==> config.mk <==
export PLATFORM = sky130hd
export DESIGN_NAME = cti_ctrl
export DESIGN_NICKNAME = d
export VERILOG_FILES = /design/src/cti_pkg.sv /design/src/cti_ctrl.sv
export SDC_FILE = /design/constraint.sdc
export NUM_CORES = 1
export LEC_CHECK = 0
export BUFFER_PORTS_ARGS = -buffer_cell sky130_fd_sc_hd__buf_2
export CAP_MARGIN = 20
export CORE_MARGIN = 2
export CORE_UTILIZATION = 30
export CTS_CLUSTER_DIAMETER = 60
export DETAILED_ROUTE_END_ITERATION = 10
export PLACE_DENSITY = 0.51
export SYNTH_ARGS = -nofsm -noshare
export SYNTH_HDL_FRONTEND = slang
export SYNTH_SLANG_ARGS = --single-unit
==> constraint.sdc <==
create_clock -name i_clk -period 2.42 [get_ports i_clk]
set_input_delay 0.726 -clock i_clk [delete_from_list [all_inputs] [get_ports i_clk]]
set_output_delay 0.726 -clock i_clk [all_outputs]
set_load 0.005 [all_outputs]
==> src/cti_pkg.sv <==
// shared types, constants and helper functions of the curve table interpolator
package cti_pkg;

    // table geometry
    localparam int MAX_CURVES = 16;
    localparam int MAX_POINTS = 256;
    localparam int CURVE_W    = 4;
    localparam int SLOT_W     = 8;
    localparam int COUNT_W    = 9;
    localparam int ADDR_W     = CURVE_W + SLOT_W;
    localparam int MEM_DEPTH  = MAX_CURVES * MAX_POINTS;

    // data widths
    localparam int DATA_W = 32;
    localparam int ANS_W  = 48;

    // multiply-divide unit widths
    localparam int AW     = 50;
    localparam int BW     = 33;
    localparam int DW     = 33;
    localparam int PW     = AW + BW;
    localparam int NW     = PW + 18;
    localparam int RW     = DW + 2;
    localparam int STEP_W = $clog2(NW + 1);

    localparam logic signed [ANS_W-1:0] Q_ONE   = 48'sd65536;
    localparam logic signed [ANS_W-1:0] ANS_MAX = {1'b0, {(ANS_W-1){1'b1}}};
    localparam logic signed [ANS_W-1:0] ANS_MIN = {1'b1, {(ANS_W-1){1'b0}}};

    // command codes
    localparam logic [2:0] CMD_WRITE     = 3'd0;
    localparam logic [2:0] CMD_VALUE     = 3'd1;
    localparam logic [2:0] CMD_INV_VALUE = 3'd2;
    localparam logic [2:0] CMD_SLOPE     = 3'd3;
    localparam logic [2:0] CMD_INV_SLOPE = 3'd4;

    // interpolation mode codes
    localparam logic [1:0] MODE_LINEAR = 2'd0;
    localparam logic [1:0] MODE_STEP   = 2'd1;

    // read slot selection
    typedef enum logic [2:0] {
        SL_ZERO,
        SL_ONE,
        SL_LAST,
        SL_NEXT,
        SL_GATH
    } t_slot;

    // operand sets of the multiply-divide unit
    typedef enum logic [2:0] {
        OP_LIN,
        OP_SEG,
        OP_S1,
        OP_S2,
        OP_BLEND
    } t_md_op;

    // result selection
    typedef enum logic [3:0] {
        RS_ONE,
        RS_FAULT,
        RS_MODE_FLT,
        RS_V0,
        RS_VL,
        RS_PV1,
        RS_CONST,
        RS_LIN,
        RS_MD,
        RS_S1,
        RS_BLEND,
        RS_SATSIGN
    } t_res;

    // controller to datapath
    typedef struct packed {
        logic   ld_in;
        logic   wr_pt;
        logic   rd_en;
        t_slot  rd_sel;
        logic   ld_first;
        logic   ld_last;
        logic   set_side;
        logic   idx_inc;
        logic   gath_step;
        logic   md_start;
        t_md_op md_op;
        logic   ld_s1;
        logic   ld_s2;
        logic   out_load;
        t_res   res_sel;
    } t_ctrl_cmd;

    // datapath to controller
    typedef struct packed {
        logic is_write;
        logic is_bad_cmd;
        logic is_unity;
        logic few_points;
        logic is_value;
        logic mode_bad;
        logic mode_step;
        logic below;
        logic above;
        logic next_ok;
        logic passes;
        logic gath_done;
        logic sliding;
        logic dw_zero;
        logic md_done;
        logic out_free;
    } t_dp_status;

    // difference of two samples
    function automatic logic signed [DATA_W:0] diff33(
        input logic signed [DATA_W-1:0] a,
        input logic signed [DATA_W-1:0] b
    );
        return 33'(a) - 33'(b);
    endfunction

    // clip a grown sum into the answer range
    function automatic logic signed [ANS_W-1:0] sat48(input logic signed [ANS_W:0] v);
        logic signed [ANS_W-1:0] res;
        if (v[ANS_W] != v[ANS_W-1]) begin
            res = v[ANS_W] ? ANS_MIN : ANS_MAX;
        end else begin
            res = v[ANS_W-1:0];
        end
        return res;
    endfunction

    // saturated value carrying the sign of v
    function automatic logic signed [ANS_W-1:0] sat_sign(input logic signed [ANS_W:0] v);
        logic signed [ANS_W-1:0] res;
        if (v == '0) begin
            res = '0;
        end else begin
            res = v[ANS_W] ? ANS_MIN : ANS_MAX;
        end
        return res;
    endfunction

endpackage

==> src/cti_ctrl.sv <==
// controller state machine sequencing one transaction at a time
module cti_ctrl (
    input  logic                i_clk,
    input  logic                i_rst_n,
    input  logic                i_in_valid,
    output logic                o_in_ready,
    input  cti_pkg::t_dp_status i_status,
    output cti_pkg::t_ctrl_cmd  o_cmd
);

    typedef enum logic [3:0] {
        S_IDLE,
        S_DECODE,
        S_RD0,
        S_RD1,
        S_CLAMP,
        S_SRCH,
        S_GATH,
        S_PLAN,
        S_MD_GO,
        S_MD_WAIT,
        S_FIN
    } t_state;

    t_state          r_state;
    logic            r_ready;
    cti_pkg::t_res   r_res;
    cti_pkg::t_md_op r_op;

    logic in_range;

    assign in_range = !i_status.below && !i_status.above;

    // commands decoded from the state
    always_comb begin
        o_cmd         = '0;
        o_cmd.ld_in   = i_in_valid && r_ready;
        o_cmd.md_op   = r_op;
        o_cmd.res_sel = r_res;
        unique case (r_state)
            S_DECODE: begin
                if (i_status.is_write) begin
                    o_cmd.wr_pt = 1'b1;
                end else if (!i_status.is_bad_cmd && !i_status.is_unity &&
                             !i_status.few_points) begin
                    o_cmd.rd_en  = 1'b1;
                    o_cmd.rd_sel = cti_pkg::SL_ZERO;
                end
            end
            S_RD0: begin
                o_cmd.ld_first = 1'b1;
                o_cmd.rd_en    = 1'b1;
                o_cmd.rd_sel   = cti_pkg::SL_LAST;
            end
            S_RD1: begin
                o_cmd.ld_last = 1'b1;
            end
            S_CLAMP: begin
                o_cmd.set_side = 1'b1;
                if (in_range && !(i_status.is_value && i_status.mode_bad)) begin
                    o_cmd.rd_en  = 1'b1;
                    o_cmd.rd_sel = cti_pkg::SL_ONE;
                end
            end
            S_SRCH: begin
                if (i_status.next_ok && i_status.passes) begin
                    o_cmd.idx_inc = 1'b1;
                    o_cmd.rd_en   = 1'b1;
                    o_cmd.rd_sel  = cti_pkg::SL_NEXT;
                end
            end
            S_GATH: begin
                o_cmd.gath_step = 1'b1;
                o_cmd.rd_en     = 1'b1;
                o_cmd.rd_sel    = cti_pkg::SL_GATH;
            end
            S_MD_GO: begin
                o_cmd.md_start = 1'b1;
            end
            S_MD_WAIT: begin
                o_cmd.ld_s1 = i_status.md_done && (r_op == cti_pkg::OP_S1);
                o_cmd.ld_s2 = i_status.md_done && (r_op == cti_pkg::OP_S2);
            end
            S_FIN: begin
                o_cmd.out_load = i_status.out_free;
            end
            default: begin
            end
        endcase
    end

    // state and registered outputs
    always_ff @(posedge i_clk) begin
        if (!i_rst_n) begin
            r_state <= S_IDLE;
            r_ready <= 1'b1;
            r_res   <= cti_pkg::RS_ONE;
            r_op    <= cti_pkg::OP_LIN;
        end else begin
            unique case (r_state)
                S_IDLE: begin
                    if (i_in_valid && r_ready) begin
                        r_ready <= 1'b0;
                        r_state <= S_DECODE;
                    end
                end
                S_DECODE: begin
                    priority if (i_status.is_write || i_status.is_bad_cmd) begin
                        r_ready <= 1'b1;
                        r_state <= S_IDLE;
                    end else if (i_status.is_unity) begin
                        r_res   <= cti_pkg::RS_ONE;
                        r_state <= S_FIN;
                    end else if (i_status.few_points) begin
                        r_res   <= cti_pkg::RS_FAULT;
                        r_state <= S_FIN;
                    end else begin
                        r_state <= S_RD0;
                    end
                end
                S_RD0: r_state <= S_RD1;
                S_RD1: r_state <= S_CLAMP;
                S_CLAMP: begin
                    if (i_status.is_value) begin
                        priority if (i_status.below) begin
                            r_res   <= cti_pkg::RS_V0;
                            r_state <= S_FIN;
                        end else if (i_status.above) begin
                            r_res   <= cti_pkg::RS_VL;
                            r_state <= S_FIN;
                        end else if (i_status.mode_bad) begin
                            r_res   <= cti_pkg::RS_MODE_FLT;
                            r_state <= S_FIN;
                        end else begin
                            r_state <= S_SRCH;
                        end
                    end else begin
                        r_state <= in_range ? S_SRCH : S_GATH;
                    end
                end
                S_SRCH: begin
                    if (!(i_status.next_ok && i_status.passes)) begin
                        r_state <= S_GATH;
                    end
                end
                S_GATH: begin
                    if (i_status.gath_done) begin
                        r_state <= S_PLAN;
                    end
                end
                S_PLAN: begin
                    if (i_status.is_value) begin
                        priority if (i_status.mode_step) begin
                            r_res   <= cti_pkg::RS_CONST;
                            r_state <= S_FIN;
                        end else if (i_status.dw_zero) begin
                            r_res   <= cti_pkg::RS_PV1;
                            r_state <= S_FIN;
                        end else begin
                            r_op    <= cti_pkg::OP_LIN;
                            r_res   <= cti_pkg::RS_LIN;
                            r_state <= S_MD_GO;
                        end
                    end else begin
                        priority if (i_status.sliding) begin
                            r_op    <= cti_pkg::OP_S1;
                            r_state <= S_MD_GO;
                        end else if (i_status.dw_zero) begin
                            r_res   <= cti_pkg::RS_SATSIGN;
                            r_state <= S_FIN;
                        end else begin
                            r_op    <= cti_pkg::OP_SEG;
                            r_res   <= cti_pkg::RS_MD;
                            r_state <= S_MD_GO;
                        end
                    end
                end
                S_MD_GO: r_state <= S_MD_WAIT;
                S_MD_WAIT: begin
                    if (i_status.md_done) begin
                        priority if (r_op == cti_pkg::OP_S1) begin
                            r_op    <= cti_pkg::OP_S2;
                            r_state <= S_MD_GO;
                        end else if (r_op == cti_pkg::OP_S2) begin
                            if (i_status.dw_zero) begin
                                r_res   <= cti_pkg::RS_S1;
                                r_state <= S_FIN;
                            end else begin
                                r_op    <= cti_pkg::OP_BLEND;
                                r_res   <= cti_pkg::RS_BLEND;
                                r_state <= S_MD_GO;
                            end
                        end else begin
                            r_state <= S_FIN;
                        end
                    end
                end
                S_FIN: begin
                    if (i_status.out_free) begin
                        r_ready <= 1'b1;
                        r_state <= S_IDLE;
                    end
                end
                default: begin
                    r_ready <= 1'b1;
                    r_state <= S_IDLE;
                end
            endcase
        end
    end

    assign o_in_ready = r_ready;

endmodule

==> results of run 1 <==
-- layout make-up --
cell class	instances	share of cell area
repair buffers	54	0.208
flip-flops and latches	12	0.168
well taps	46	0.0395
inverters	9	0.0232
clock buffers	4	0.0249
multi-input cells	127	0.537
-- stage by stage --
step           hold slack, ns   util  std cells  power [mW]  setup WS, ns
2_1_floorplan           0.493      -        158       0.795         0.276
3_3_place_gp            0.487  0.410        248        1.05        0.0694
3_5_place_dp            0.501  0.410        248        1.04        0.0616
4_1_cts                 0.523  0.421        252        1.23        0.0211
5_1_grt                 0.548  0.426        252        1.35        0.0122
6_report                0.518  0.426        252        1.24        0.0862
-- registers in the layout, indices dropped and copies added, names as in the netlist --
signal      count
r_res           4
o_in_ready      1
r_op            3
r_state         4
-- power groups by stage --
| stage | registers (mW) | logic, mW | clock network, mW |
|---|---|---|---|
| final | 0.323 | 0.742 | 0.176 |
| after detailed placement | 0.320 | 0.724 | 0 |
| after global placement | 0.317 | 0.733 | 0 |
| after floorplan | 0.301 | 0.494 | 0 |
| after global routing | 0.330 | 0.827 | 0.189 |
| after CTS | 0.317 | 0.728 | 0.184 |
-- logic make-up after synthesis --
logic type / count (synthesis) / share of synthesized area
AND/OR/NAND/NOR: 66 / 0.315
AO/OA/AOI/OAI: 61 / 0.382
buffers and inverters: 19 / 0.0833
flip-flops: 12 / 0.219
-- worst max-delay path: stages (launching register included) --
cell and delay, ns:
sky130_fd_sc_hd__dfxtp_4 0.40, sky130_fd_sc_hd__nand2b_2 0.22, sky130_fd_sc_hd__or3_4 0.39, sky130_fd_sc_hd__o21ai_2 0.07, sky130_fd_sc_hd__o21bai_1 0.12, sky130_fd_sc_hd__buf_2 0.12
-- Yosys cell counts, drive strengths merged (3+ instances only) --
cell type | n | area (um^2)
a31oi | 3 | 18.8
or3 | 4 | 25.0
nor2 | 17 | 63.8
nand2 | 9 | 33.8
buf | 6 | 42.5
dfxtp | 12 | 240
o311a | 4 | 40.0
nand2b | 6 | 37.5
a21o | 3 | 22.5
a21oi | 12 | 60.1
a211o | 3 | 26.3
nor4 | 3 | 18.8
inv | 9 | 33.8
clkbuf | 4 | 15.0
o21ai | 18 | 90.1
nor3 | 7 | 35.0
nand3 | 5 | 25.0
nor2b | 5 | 31.3
-- path summary, 6_finish.rpt --
| path | from | end | slack [ns] |
|---|---|---|---|
| worst max-delay path | r_state[1]$_SDFFE_PN0P_ | o_cmd[19] | 0.09 |
| worst min-delay path | o_in_ready$_SDFFE_PN1P_ | o_in_ready$_SDFFE_PN1P_ | 0.52 |
| worst max register to register | r_state[2]$_SDFFE_PN0P_ | r_op[2]$_SDFFE_PN0P_ | 0.44 |
| worst min register to register | o_in_ready$_SDFFE_PN1P_ | o_in_ready$_SDFFE_PN1P_ | 0.52 |
-- timing repair --
item / in CTS / in global routing
hold buffers: 0 / 0
setup buffers: 0 / 0
setup endpoints to repair: 2 / 2
gates resized for setup: 1 / 6
-- layer usage --
| metal | GRT usage | vias up |
|---|---|---|
| met2 | 0.262 | 33 |
| met5 | 0 | - |
| li1 | - | 690 |
| met1 | 0.244 | 620 |
| met3 | 0.0330 | 4 |
| met4 | 0.0399 | 0 |
==> report_table.html, run 1 <==
<table>
<tr><th>Metric</th><th>Value</th></tr>
<tr><th colspan="2">Route</th></tr>
<tr><td>Uppermost signal routing layer after detailed routing</td><td>met4</td></tr>
<tr><td>Via/cell ratio</td><td>5.35</td></tr>
<tr><td>Routed wire length</td><td>3520 um</td></tr>
<tr><td>Post-route DRC violation count</td><td>0</td></tr>
<tr><td>Metal2 WL</td><td>1560 um</td></tr>
<tr><td>Count of routing violations after the opening detailed-route iteration</td><td>80</td></tr>
<tr><td>Final routed wire length divided by cell count</td><td>14.0 um</td></tr>
<tr><td>Router iterations before antenna repair</td><td>4</td></tr>
<tr><td>Antenna viol nets, final</td><td>0</td></tr>
<tr><td>Routed wl met3</td><td>197 um</td></tr>
<tr><td>Routed via count</td><td>1347</td></tr>
<tr><td>WL met1</td><td>1730 um</td></tr>
<tr><th colspan="2">Global routing</th></tr>
<tr><td>Via count of the first global-routing pass</td><td>1164</td></tr>
<tr><td>GRT overflow</td><td>0</td></tr>
<tr><td>Number of antenna violations at the first check in global routing</td><td>0</td></tr>
<tr><td>Wire length of the first global-routing pass</td><td>5600 um</td></tr>
<tr><td>Largest net degree at the start of global routing</td><td>17</td></tr>
<tr><td>Global routing usage summed across all routing layers</td><td>0.170</td></tr>
<tr><th colspan="2">Yosys</th></tr>
<tr><td>Syn Inst Count</td><td>158</td></tr>
<tr><td>Count of flip-flops with a built-in enable after synthesis</td><td>0</td></tr>
<tr><td>Total number of yosys warnings</td><td>0</td></tr>
<tr><td>Post-synthesis instance area</td><td>0.00110 mm^2</td></tr>
<tr><td>Main flop type after synthesis</td><td>sky130_fd_sc_hd__dfxtp_1</td></tr>
<tr><td>Flops &amp; latches, synth</td><td>12</td></tr>
<tr><td>Post-synthesis async set-or-reset flop share</td><td>0</td></tr>
<tr><td>Synthesized netlist net count</td><td>177</td></tr>
<tr><td>Yosys cell types</td><td>41</td></tr>
<tr><td>Avg Cell Area, Syn</td><td>6.94 um^2</td></tr>
<tr><td>Sequential fraction of the synthesis area</td><td>0.219</td></tr>
<tr><th colspan="2">Clock tree</th></tr>
<tr><td>Max clock buf depth</td><td>2</td></tr>
<tr><td>Clock latency reported for the late side of the worst-skew pair</td><td>0.28 ns</td></tr>
<tr><td>Total CTS buffers</td><td>3</td></tr>
<tr><td>CTS Root Buffer Type</td><td>sky130_fd_sc_hd__clkbuf_4</td></tr>
<tr><td>Number of H-tree levels</td><td>1</td></tr>
<tr><td>CTS tree</td><td>built</td></tr>
<tr><td>Clk sink count</td><td>12</td></tr>
<tr><td>CTS clock-pin slew for the worst setup and hold paths</td><td>0.09 ns</td></tr>
<tr><th colspan="2">Power</th></tr>
<tr><td>Maximum VDD drop</td><td>0.332 mV</td></tr>
<tr><td>Internal power consumption</td><td>0.695 mW</td></tr>
<tr><td>Net switching power of the design</td><td>0.546 mW</td></tr>
<tr><td>Pwr dens</td><td>852 mW/mm^2</td></tr>
<tr><td>Logic pwr share</td><td>0.598</td></tr>
<tr><td>Static leakage</td><td>0.669 nW</td></tr>
<tr><td>Share of total power in the clock network</td><td>0.142</td></tr>
<tr><td>Share of power burned in registers</td><td>0.260</td></tr>
<tr><td>Switching part of the total power</td><td>0.440</td></tr>
<tr><th colspan="2">Cells and area</th></tr>
<tr><td>Multi-input combinational cell area</td><td>782 um^2</td></tr>
<tr><td>N_diodes</td><td>0</td></tr>
<tr><td>Nets@finish</td><td>226</td></tr>
<tr><td>Most common library cell in the layout ignoring fill and taps</td><td>sky130_fd_sc_hd__buf_2</td></tr>
<tr><td>Sequential cell area</td><td>244 um^2</td></tr>
<tr><td>Proportion of layout cells with a drive suffix above 1</td><td>0.316</td></tr>
<tr><td>Fill cell count</td><td>366</td></tr>
<tr><td>Area growth from synthesis to final layout</td><td>32.9%</td></tr>
<tr><td>Leading cell types in the layout, fill and taps excluded</td><td>sky130_fd_sc_hd__buf_2 (41), sky130_fd_sc_hd__nor2_1 (17), sky130_fd_sc_hd__o21ai_0 (17), sky130_fd_sc_hd__buf_4 (13), sky130_fd_sc_hd__a21oi_1 (12)</td></tr>
<tr><td>Post-route cell area</td><td>0.00146 mm^2</td></tr>
<tr><th colspan="2">Floorplan</th></tr>
<tr><td>Overall die area</td><td>0.00415 mm^2</td></tr>
<tr><td>I/O pin count</td><td>42</td></tr>
<tr><td>Num rows</td><td>21</td></tr>
<tr><td>Core region area</td><td>0.00342 mm^2</td></tr>
<tr><td>Die Y</td><td>64.4 um</td></tr>
<tr><td>Initial Utilization</td><td>0.321</td></tr>
<tr><td>Die width</td><td>64.4 um</td></tr>
<tr><th colspan="2">Hold path</th></tr>
<tr><td>Count of cells along the worst hold path</td><td>1</td></tr>
<tr><td>Type of the most critical hold path</td><td>reg -&gt; reg</td></tr>
<tr><th colspan="2">Setup path</th></tr>
<tr><td>Critical path launch point type</td><td>flip-flop</td></tr>
<tr><td>Data arrival time at the worst-slack endpoint</td><td>1.61 ns</td></tr>
<tr><td>Critical Path End Type</td><td>output pin</td></tr>
<tr><td>Worst reg2reg path depth</td><td>6</td></tr>
<tr><td>Worst Path Required</td><td>1.69 ns</td></tr>
<tr><td>Maximum net fanout on the critical path</td><td>12</td></tr>
<tr><td>Worst setup path class</td><td>reg -&gt; out</td></tr>
<tr><th colspan="2">Timing</th></tr>
<tr><td>Min cycle time layout</td><td>2.33 ns</td></tr>
<tr><td>Total negative slack for setup checks</td><td>0 ns</td></tr>
<tr><td>Pins Over Slew Limit</td><td>0</td></tr>
<tr><td>Slew headroom</td><td>0.635</td></tr>
<tr><td>Worst slew pin tran</td><td>0.542 ns</td></tr>
<tr><td>Number of endpoints failing setup at the final stage</td><td>0</td></tr>
<tr><td>Fin crit share</td><td>0.964</td></tr>
<tr><td>Hold Fails Final Rpt</td><td>0</td></tr>
<tr><td>Clk_skew</td><td>0.00203 ns</td></tr>
<tr><td>Setup repair after global routing missed its margin</td><td>no</td></tr>
<tr><td>Fmax</td><td>428 MHz</td></tr>
<tr><th colspan="2">Placement</th></tr>
<tr><td>Gpl congestion</td><td>0.860</td></tr>
<tr><td>Cell area after placement</td><td>0.00140 mm^2</td></tr>
<tr><td>Count of buffers from port buffering</td><td>41</td></tr>
<tr><td>Total half-perimeter wirelength after legalization and detailed placement</td><td>2720 um</td></tr>
<tr><th colspan="2">Flow run</th></tr>
<tr><td>Number of violations of the max-capacitance limit</td><td>0</td></tr>
<tr><th colspan="2">Outcome</th></tr>
<tr><td>Result of the run</td><td>finished clean</td></tr>
</table>
Note: power is estimated with default switching activity, not from simulation.
==> inputs of run 2 (changes only) <==
--- a/config.mk
+++ b/config.mk
@@ -8,10 +8,10 @@
 export BUFFER_PORTS_ARGS = -buffer_cell sky130_fd_sc_hd__buf_2
 export CAP_MARGIN = 20
 export CORE_MARGIN = 2
-export CORE_UTILIZATION = 30
+export CORE_UTILIZATION = 45
 export CTS_CLUSTER_DIAMETER = 60
 export DETAILED_ROUTE_END_ITERATION = 10
-export PLACE_DENSITY = 0.51
+export PLACE_DENSITY = 0.81
 export SYNTH_ARGS = -nofsm -noshare
 export SYNTH_HDL_FRONTEND = slang
 export SYNTH_SLANG_ARGS = --single-unit
==> run 2 against run 1 <==
  * Critical path depth is the same
  * Wire length increased by 3.4%
  * Sequential power is 2% lower
  * Flip-flop and latch count is the same
  * Setup slack worse by 0.030 ns
  * Clock skew grew 0.00071 ns
  * Final area decreased by 4.4%
  * Critical endpoint unchanged
==> report_table.html, run 2 (synthesized netlist as in run 1, its figures left out) <==
<table>
<tr><th>Metric</th><th>Value</th></tr>
<tr><th colspan="2">Outcome</th></tr>
<tr><td>Result of the run</td><td>finished clean</td></tr>
<tr><th colspan="2">Cells and area</th></tr>
<tr><td>N_diodes</td><td>0 (unchanged)</td></tr>
<tr><td>Proportion of layout cells with a drive suffix above 1</td><td>0.292 (-0.0235)</td></tr>
<tr><td>Area growth from synthesis to final layout</td><td>27.1%</td></tr>
<tr><td>Post-route cell area</td><td>0.00139 mm^2 (-4.4%)</td></tr>
<tr><td>Nets@finish</td><td>222 (-1.8%)</td></tr>
<tr><td>Largest registers</td><td>r_res (4), r_state (4), r_op (3)</td></tr>
<tr><td>Most common library cell in the layout ignoring fill and taps</td><td>sky130_fd_sc_hd__buf_2</td></tr>
<tr><td>Leading cell types in the layout, fill and taps excluded</td><td>sky130_fd_sc_hd__buf_2 (41), sky130_fd_sc_hd__o21ai_0 (18), sky130_fd_sc_hd__nor2_1 (17), sky130_fd_sc_hd__a21oi_1 (12), sky130_fd_sc_hd__dfxtp_1 (11)</td></tr>
<tr><td>Layout Utilization</td><td>0.618 (+0.191)</td></tr>
<tr><td>Non-filler cells, final</td><td>230 (-8.7%)</td></tr>
<tr><th colspan="2">Power</th></tr>
<tr><td>Net switching power of the design</td><td>0.542 mW (-0.71%)</td></tr>
<tr><td>Maximum VDD drop</td><td>0.446 mV (+34%)</td></tr>
<tr><td>Share of power burned in registers</td><td>0.263 (+0.003)</td></tr>
<tr><td>Overall power after layout</td><td>1.20 mW (-3.2%)</td></tr>
<tr><td>Pwr dens</td><td>862 mW/mm^2 (+1.3%)</td></tr>
<tr><td>Static leakage</td><td>0.645 nW (-3.6%)</td></tr>
<tr><td>Switching part of the total power</td><td>0.451 (+0.0112)</td></tr>
<tr><td>Internal power consumption</td><td>0.659 mW (-5.1%)</td></tr>
<tr><td>Share of total power in the clock network</td><td>0.145 (+0.003)</td></tr>
<tr><td>Logic pwr share</td><td>0.592 (-0.006)</td></tr>
<tr><th colspan="2">Floorplan</th></tr>
<tr><td>Initial Utilization</td><td>0.486 (+0.165)</td></tr>
<tr><td>Overall die area</td><td>0.00285 mm^2 (-31%)</td></tr>
<tr><td>Die Y</td><td>53.4 um (-17%)</td></tr>
<tr><td>I/O pin count</td><td>42 (unchanged)</td></tr>
<tr><td>Die width</td><td>53.4 um (-17%)</td></tr>
<tr><td>Core region area</td><td>0.00225 mm^2 (-34%)</td></tr>
<tr><td>Num rows</td><td>17 (-19%)</td></tr>
<tr><th colspan="2">Timing</th></tr>
<tr><td>Min cycle time layout</td><td>2.36 ns (+0.0304 ns)</td></tr>
<tr><td>Clk_skew</td><td>0.00274 ns (+0.000709 ns)</td></tr>
<tr><td>Fmax</td><td>423 MHz (-1.3%)</td></tr>
<tr><td>Hold Fails Final Rpt</td><td>0 (unchanged)</td></tr>
<tr><td>Worst slew pin tran</td><td>0.567 ns (+0.0248 ns)</td></tr>
<tr><td>Pins Over Slew Limit</td><td>0 (unchanged)</td></tr>
<tr><td>Number of endpoints failing setup at the final stage</td><td>0 (unchanged)</td></tr>
<tr><td>Slew headroom</td><td>0.618 (-0.0167)</td></tr>
<tr><td>Total negative slack for setup checks</td><td>0 ns (unchanged)</td></tr>
<tr><td>Setup repair after global routing missed its margin</td><td>no</td></tr>
<tr><td>Fin crit share</td><td>0.977 (+0.0126)</td></tr>
<tr><th colspan="2">Placement</th></tr>
<tr><td>Total half-perimeter wirelength after legalization and detailed placement</td><td>2650 um (-2.5%)</td></tr>
<tr><td>Placed insts</td><td>226 (-8.9%)</td></tr>
<tr><td>Cell area after placement</td><td>0.00135 mm^2 (-3.8%)</td></tr>
<tr><td>Gpl congestion</td><td>0.938 (+9.1%)</td></tr>
<tr><td>Count of buffers from port buffering</td><td>41 (unchanged)</td></tr>
<tr><th colspan="2">Clock tree</th></tr>
<tr><td>CTS Root Buffer Type</td><td>sky130_fd_sc_hd__clkbuf_4</td></tr>
<tr><td>Post-CTS Setup Bufs</td><td>0 (unchanged)</td></tr>
<tr><td>CTS clock-pin slew for the worst setup and hold paths</td><td>0.09 ns (about the same)</td></tr>
<tr><td>Hold Buf Count CTS</td><td>0 (unchanged)</td></tr>
<tr><td>Clock latency reported for the late side of the worst-skew pair</td><td>0.29 ns (about the same)</td></tr>
<tr><td>Total CTS buffers</td><td>3 (unchanged)</td></tr>
<tr><td>Clk sink count</td><td>12 (unchanged)</td></tr>
<tr><td>CTS tree</td><td>built</td></tr>
<tr><td>Number of gates resized after CTS</td><td>0 (-1)</td></tr>
<tr><td>Number of H-tree levels</td><td>1 (unchanged)</td></tr>
<tr><td>Max clock buf depth</td><td>2 (unchanged)</td></tr>
<tr><th colspan="2">Route</th></tr>
<tr><td>Routed wire length</td><td>3640 um (+3.4%)</td></tr>
<tr><td>Final routed wire length divided by cell count</td><td>15.8 um (+13%)</td></tr>
<tr><td>Antenna viol nets, final</td><td>0 (unchanged)</td></tr>
<tr><td>Via/cell ratio</td><td>6.39 (+20%)</td></tr>
<tr><td>Router iterations before antenna repair</td><td>4 (unchanged)</td></tr>
<tr><td>Routed via count</td><td>1470 (+9.1%)</td></tr>
<tr><td>Post-route DRC violation count</td><td>0 (unchanged)</td></tr>
<tr><td>Count of routing violations after the opening detailed-route iteration</td><td>92 (+15%)</td></tr>
<tr><th colspan="2">Setup path</th></tr>
<tr><td>Data arrival time at the worst-slack endpoint</td><td>1.64 ns (+0.03 ns)</td></tr>
<tr><td>Family of cells with the greatest summed delay on the critical path</td><td>flip-flops</td></tr>
<tr><td>CP peak stage delay</td><td>0.44 ns (+0.04 ns)</td></tr>
<tr><td>Critical R2R Launch</td><td>r_state[2]$_SDFFE_PN0P_</td></tr>
<tr><td>Worst setup path class</td><td>reg -&gt; out</td></tr>
<tr><td>Maximum net fanout on the critical path</td><td>5 (-7)</td></tr>
<tr><td>Worst path cell trace</td><td>nor2b_2 &gt; nand3_1 &gt; o21ai_0 &gt; o21bai_1 &gt; buf_2</td></tr>
<tr><td>Critical path launch point type</td><td>flip-flop</td></tr>
<tr><td>Critical Path End Type</td><td>output pin</td></tr>
<tr><td>Worst Path Buf+Inv</td><td>1 (unchanged)</td></tr>
<tr><td>Critical path origin</td><td>r_state[2]$_SDFFE_PN0P_</td></tr>
<tr><td>Worst Path Required</td><td>1.69 ns (about the same)</td></tr>
<tr><td>Slowest library cell on the worst path</td><td>sky130_fd_sc_hd__dfxtp_1</td></tr>
<tr><th colspan="2">Hold path</th></tr>
<tr><td>Type of the most critical hold path</td><td>reg -&gt; reg</td></tr>
<tr><td>Worst min-delay path startpoint</td><td>o_in_ready$_SDFFE_PN1P_</td></tr>
<tr><th colspan="2">Global routing</th></tr>
<tr><td>Met1 Track Usage GR</td><td>0.346 (+0.102)</td></tr>
<tr><td>Met3 track utilization from global routing</td><td>0.0395 (+0.00656)</td></tr>
<tr><td>Largest net degree at the start of global routing</td><td>22 (+5)</td></tr>
<tr><td>Wire length of the first global-routing pass</td><td>5690 um (+1.6%)</td></tr>
<tr><td>Most used routing layer</td><td>met2</td></tr>
<tr><td>Global routing usage summed across all routing layers</td><td>0.273 (+0.103)</td></tr>
<tr><td>GRT overflow</td><td>0 (unchanged)</td></tr>
<tr><td>Via count of the first global-routing pass</td><td>1264 (+8.6%)</td></tr>
<tr><td>Number of antenna violations at the first check in global routing</td><td>0 (unchanged)</td></tr>
<tr><td>Met2 Usage GRT</td><td>0.436 (+0.174)</td></tr>
<tr><th colspan="2">Flow run</th></tr>
<tr><td>Number of violations of the max-capacitance limit</td><td>0 (unchanged)</td></tr>
</table>
run 2: area by class of cell:
cell class / instances / area, um^2
timing repair buffer: 50 / 273
inverter: 9 / 33.8
sequential: 12 / 241
fill: 228 / 862
multi-input combinational: 127 / 773
clock buffer: 4 / 36.3
tap: 28 / 35.0
run 2: path summary, 6_finish.rpt:
check                            endpoint  slack, ns  cells after the start
setup / recovery                o_cmd[19]       0.06                      5
hold reg to reg   o_in_ready$_SDFFE_PN1P_       0.52                      1
hold / removal    o_in_ready$_SDFFE_PN1P_       0.52                      1
setup reg to reg     r_op[2]$_SDFFE_PN0P_       0.30                      6
run 2: power by group through the flow:
stage               Clock [mW]  Combinational [mW]  Sequential, mW
detailed placement           0               0.685           0.315
finish                   0.174               0.711           0.316
global placement             0               0.667           0.312
global route             0.175               0.790           0.323
CTS                      0.173               0.695           0.311
floorplan                    0               0.494           0.301
run 2: routing by layer:
layer	routed length, um	vias to the layer above
met5	0	-
li1	-	679
met1	1470	665
met3	365	19
met2	1670	107
met4	138	0
run 2: worst register-to-register path: stages, from the launching register on:
cell,delay [ns]
sky130_fd_sc_hd__dfxtp_1,0.44
sky130_fd_sc_hd__buf_4,0.24
sky130_fd_sc_hd__nor2b_1,0.32
sky130_fd_sc_hd__nand2_1,0.18
sky130_fd_sc_hd__o32a_4,0.27
sky130_fd_sc_hd__or4_1,0.47
sky130_fd_sc_hd__a21oi_1,0.13
run 2: metrics by stage:
stage / setup WS [ns] / hold slack [ns]
3_5_place_dp: 0.0708 / 0.498
2_1_floorplan: 0.276 / 0.493
3_3_place_gp: 0.0735 / 0.489
4_1_cts: 0.0313 / 0.520
5_1_grt: 0.0108 / 0.555
6_report: 0.0557 / 0.519
==> inputs of run 3 (changes only) <==
--- a/config.mk
+++ b/config.mk
@@ -7,6 +7,7 @@
 export LEC_CHECK = 0
 export BUFFER_PORTS_ARGS = -buffer_cell sky130_fd_sc_hd__buf_2
 export CAP_MARGIN = 20
+export CORE_ASPECT_RATIO = 1.5
 export CORE_MARGIN = 2
 export CORE_UTILIZATION = 45
 export CTS_CLUSTER_DIAMETER = 60
==> run 3 against run 2 <==
  * Non-clock buffer count fell by 1
  * Flip-flop and latch count is the same
  * Setup slack better by 0.0093 ns
  * Worst hold slack got worse by 0.013 ns
  * Clock power down 9%
  * Die area rose by 0.29%
  * Register-to-register slack gained 0.15 ns
  * Critical path depth unchanged
  * Critical endpoint unchanged
  * Count of clock-buffer cells in the layout unchanged
  * Fmax grew 0.40%
  * Highest routed layer unchanged
==> report_table.html, run 3 (synthesized netlist as in run 1, its figures left out) <==
<table>
<tr><th>Metric</th><th>Value</th></tr>
<tr><th colspan="2">Outcome</th></tr>
<tr><td>Result of the run</td><td>finished clean</td></tr>
<tr><th colspan="2">Clock tree</th></tr>
<tr><td>Number of H-tree levels</td><td>1 (unchanged)</td></tr>
<tr><td>Clk sink count</td><td>12 (unchanged)</td></tr>
<tr><td>Hold Buf Count CTS</td><td>0 (unchanged)</td></tr>
<tr><td>Max clock buf depth</td><td>2 (unchanged)</td></tr>
<tr><td>CTS clock-pin slew for the worst setup and hold paths</td><td>0.08 ns (about the same)</td></tr>
<tr><td>Post-CTS Setup Bufs</td><td>0 (unchanged)</td></tr>
<tr><td>Total CTS buffers</td><td>3 (unchanged)</td></tr>
<tr><td>CTS tree</td><td>built</td></tr>
<tr><td>CTS Root Buffer Type</td><td>sky130_fd_sc_hd__clkbuf_4</td></tr>
<tr><td>Clock latency reported for the late side of the worst-skew pair</td><td>0.27 ns (-0.02 ns)</td></tr>
<tr><th colspan="2">Setup path</th></tr>
<tr><td>Critical path launch point type</td><td>primary input</td></tr>
<tr><td>Maximum net fanout on the critical path</td><td>3 (-2)</td></tr>
<tr><td>Worst Path Required</td><td>1.69 ns (about the same)</td></tr>
<tr><td>R2R setup slack</td><td>0.45 ns (+0.15 ns)</td></tr>
<tr><td>Critical Path End Type</td><td>output pin</td></tr>
<tr><td>Worst setup path class</td><td>in -&gt; out</td></tr>
<tr><td>Data arrival time at the worst-slack endpoint</td><td>1.63 ns (about the same)</td></tr>
<tr><th colspan="2">Route</th></tr>
<tr><td>Antenna viol nets, final</td><td>0 (unchanged)</td></tr>
<tr><td>Routed via count</td><td>1405 (-4.4%)</td></tr>
<tr><td>Via/cell ratio</td><td>6.27 (-1.9%)</td></tr>
<tr><td>Routed wire length</td><td>3290 um (-9.8%)</td></tr>
<tr><td>Count of routing violations after the opening detailed-route iteration</td><td>69 (-25%)</td></tr>
<tr><td>Post-route DRC violation count</td><td>0 (unchanged)</td></tr>
<tr><td>Final routed wire length divided by cell count</td><td>14.7 um (-7.4%)</td></tr>
<tr><td>Router iterations before antenna repair</td><td>4 (unchanged)</td></tr>
<tr><th colspan="2">Global routing</th></tr>
<tr><td>Wire length of the first global-routing pass</td><td>5330 um (-6.4%)</td></tr>
<tr><td>Largest net degree at the start of global routing</td><td>16 (-27%)</td></tr>
<tr><td>GRT overflow</td><td>0 (unchanged)</td></tr>
<tr><td>Number of antenna violations at the first check in global routing</td><td>0 (unchanged)</td></tr>
<tr><td>Global routing usage summed across all routing layers</td><td>0.241 (-0.0322)</td></tr>
<tr><td>Via count of the first global-routing pass</td><td>1232 (-2.5%)</td></tr>
<tr><th colspan="2">Timing</th></tr>
<tr><td>Number of endpoints failing setup at the final stage</td><td>0 (unchanged)</td></tr>
<tr><td>Total negative slack for setup checks</td><td>0 ns (unchanged)</td></tr>
<tr><td>Pins Over Slew Limit</td><td>0 (unchanged)</td></tr>
<tr><td>Slew headroom</td><td>0.533 (-0.0857)</td></tr>
<tr><td>Setup repair after global routing missed its margin</td><td>no</td></tr>
<tr><td>Fmax</td><td>425 MHz (+0.40%)</td></tr>
<tr><td>Worst slew pin tran</td><td>0.692 ns (+0.126 ns)</td></tr>
<tr><td>Clk_skew</td><td>0.00662 ns (+0.00389 ns)</td></tr>
<tr><td>Hold Fails Final Rpt</td><td>0 (unchanged)</td></tr>
<tr><td>Fin crit share</td><td>0.973 (-0.00385)</td></tr>
<tr><td>Min cycle time layout</td><td>2.35 ns (-0.00931 ns)</td></tr>
<tr><th colspan="2">Cells and area</th></tr>
<tr><td>Fill cell count</td><td>210 (-7.9%)</td></tr>
<tr><td>Leading cell types in the layout, fill and taps excluded</td><td>sky130_fd_sc_hd__buf_2 (41), sky130_fd_sc_hd__o21ai_0 (18), sky130_fd_sc_hd__nor2_1 (17), sky130_fd_sc_hd__a21oi_1 (12)</td></tr>
<tr><td>Layout Utilization</td><td>0.615 (-0.00247)</td></tr>
<tr><td>Nets@finish</td><td>221 (-0.45%)</td></tr>
<tr><td>Area growth from synthesis to final layout</td><td>26.8%</td></tr>
<tr><td>Multi-input combinational cell area</td><td>778 um^2 (+0.65%)</td></tr>
<tr><td>N_diodes</td><td>0 (unchanged)</td></tr>
<tr><td>Most common library cell in the layout ignoring fill and taps</td><td>sky130_fd_sc_hd__buf_2</td></tr>
<tr><td>Proportion of layout cells with a drive suffix above 1</td><td>0.303 (+0.0114)</td></tr>
<tr><td>Largest registers</td><td>r_res (4), r_state (4), r_op (3)</td></tr>
<tr><td>Sequential cell area</td><td>244 um^2 (+1.0%)</td></tr>
<tr><th colspan="2">Floorplan</th></tr>
<tr><td>Die width</td><td>44.3 um (-17%)</td></tr>
<tr><td>Overall die area</td><td>0.00285 mm^2 (+0.29%)</td></tr>
<tr><td>Initial Utilization</td><td>0.485 (-0.00108)</td></tr>
<tr><td>Die Y</td><td>64.4 um (+21%)</td></tr>
<tr><td>Core region area</td><td>0.00226 mm^2 (+0.22%)</td></tr>
<tr><td>I/O pin count</td><td>42 (unchanged)</td></tr>
<tr><td>Num rows</td><td>21 (+4)</td></tr>
<tr><th colspan="2">Power</th></tr>
<tr><td>Maximum VDD drop</td><td>0.544 mV (+22%)</td></tr>
<tr><td>Pwr dens</td><td>865 mW/mm^2 (+0.25%)</td></tr>
<tr><td>Static leakage</td><td>0.640 nW (-0.65%)</td></tr>
<tr><th colspan="2">Placement</th></tr>
<tr><td>Count of buffers from port buffering</td><td>41 (unchanged)</td></tr>
<tr><td>Total half-perimeter wirelength after legalization and detailed placement</td><td>2660 um (+0.31%)</td></tr>
<tr><td>Gpl congestion</td><td>0.928 (-1.1%)</td></tr>
<tr><th colspan="2">Flow run</th></tr>
<tr><td>Number of violations of the max-capacitance limit</td><td>0 (unchanged)</td></tr>
<tr><th colspan="2">Hold path</th></tr>
<tr><td>Type of the most critical hold path</td><td>reg -&gt; reg</td></tr>
</table>
## run 3: layout make-up
type | instances | area share
multi-input cells | 127 | 0.560
repair buffers | 49 | 0.191
flip-flops and latches | 12 | 0.176
inverters | 9 | 0.0270
clock buffers | 4 | 0.0261
well taps | 23 | 0.0207
## run 3: where the power goes
part           switching, mW  internal [mW]  leakage, nW
registers             0.0671          0.263       0.0992
clock network         0.0667         0.0913       0.0210
logic                  0.397          0.317        0.520
total                  0.531          0.671        0.640
## run 3: what timing repair did
item	CTS	global route
gates resized for setup	2	4
endpoints found under the hold margin	0	0
endpoints found under the setup margin	1	3
cloned	0	0
## run 3: stage by stage
stage	power (mW)	instances	hold WS [ns]	setup slack (ns)	cell area [um^2]
CTS	1.18	224	0.513	0.0291	1380
global route	1.30	224	0.530	0.0140	1390
floorplan	0.795	158	0.493	0.276	1100
finish	1.20	224	0.506	0.0650	1390
global placement	0.983	220	0.491	0.0796	1330
detailed placement	1.01	220	0.492	0.0577	1330
## run 3: routing by layer
layer	vias to the layer above	GRT usage	wire length [um]
li1	685	-	-
met1	632	0.281	1280
met2	74	0.408	1640
met3	14	0.0390	242
met4	0	0.125	124
met5	-	0	0
## run 3: worst paths after layout
| check | startpoint | to | depth (start not counted) |
|---|---|---|---|
| min reg2reg | o_in_ready$_SDFFE_PN1P_ | o_in_ready$_SDFFE_PN1P_ | 1 |
| max | i_status[10] | o_cmd[19] | 5 |
| min | o_in_ready$_SDFFE_PN1P_ | o_in_ready$_SDFFE_PN1P_ | 1 |
| max reg2reg | r_state[0]$_SDFFE_PN0P_ | r_res[2]$_SDFFE_PN0P_ | 8 |
## run 3: critical path, cell delays in order
cell and delay [ns]:
sky130_fd_sc_hd__buf_2 0.11, sky130_fd_sc_hd__a211o_1 0.34, sky130_fd_sc_hd__o21ai_0 0.19, sky130_fd_sc_hd__o21bai_1 0.14, sky130_fd_sc_hd__buf_2 0.13
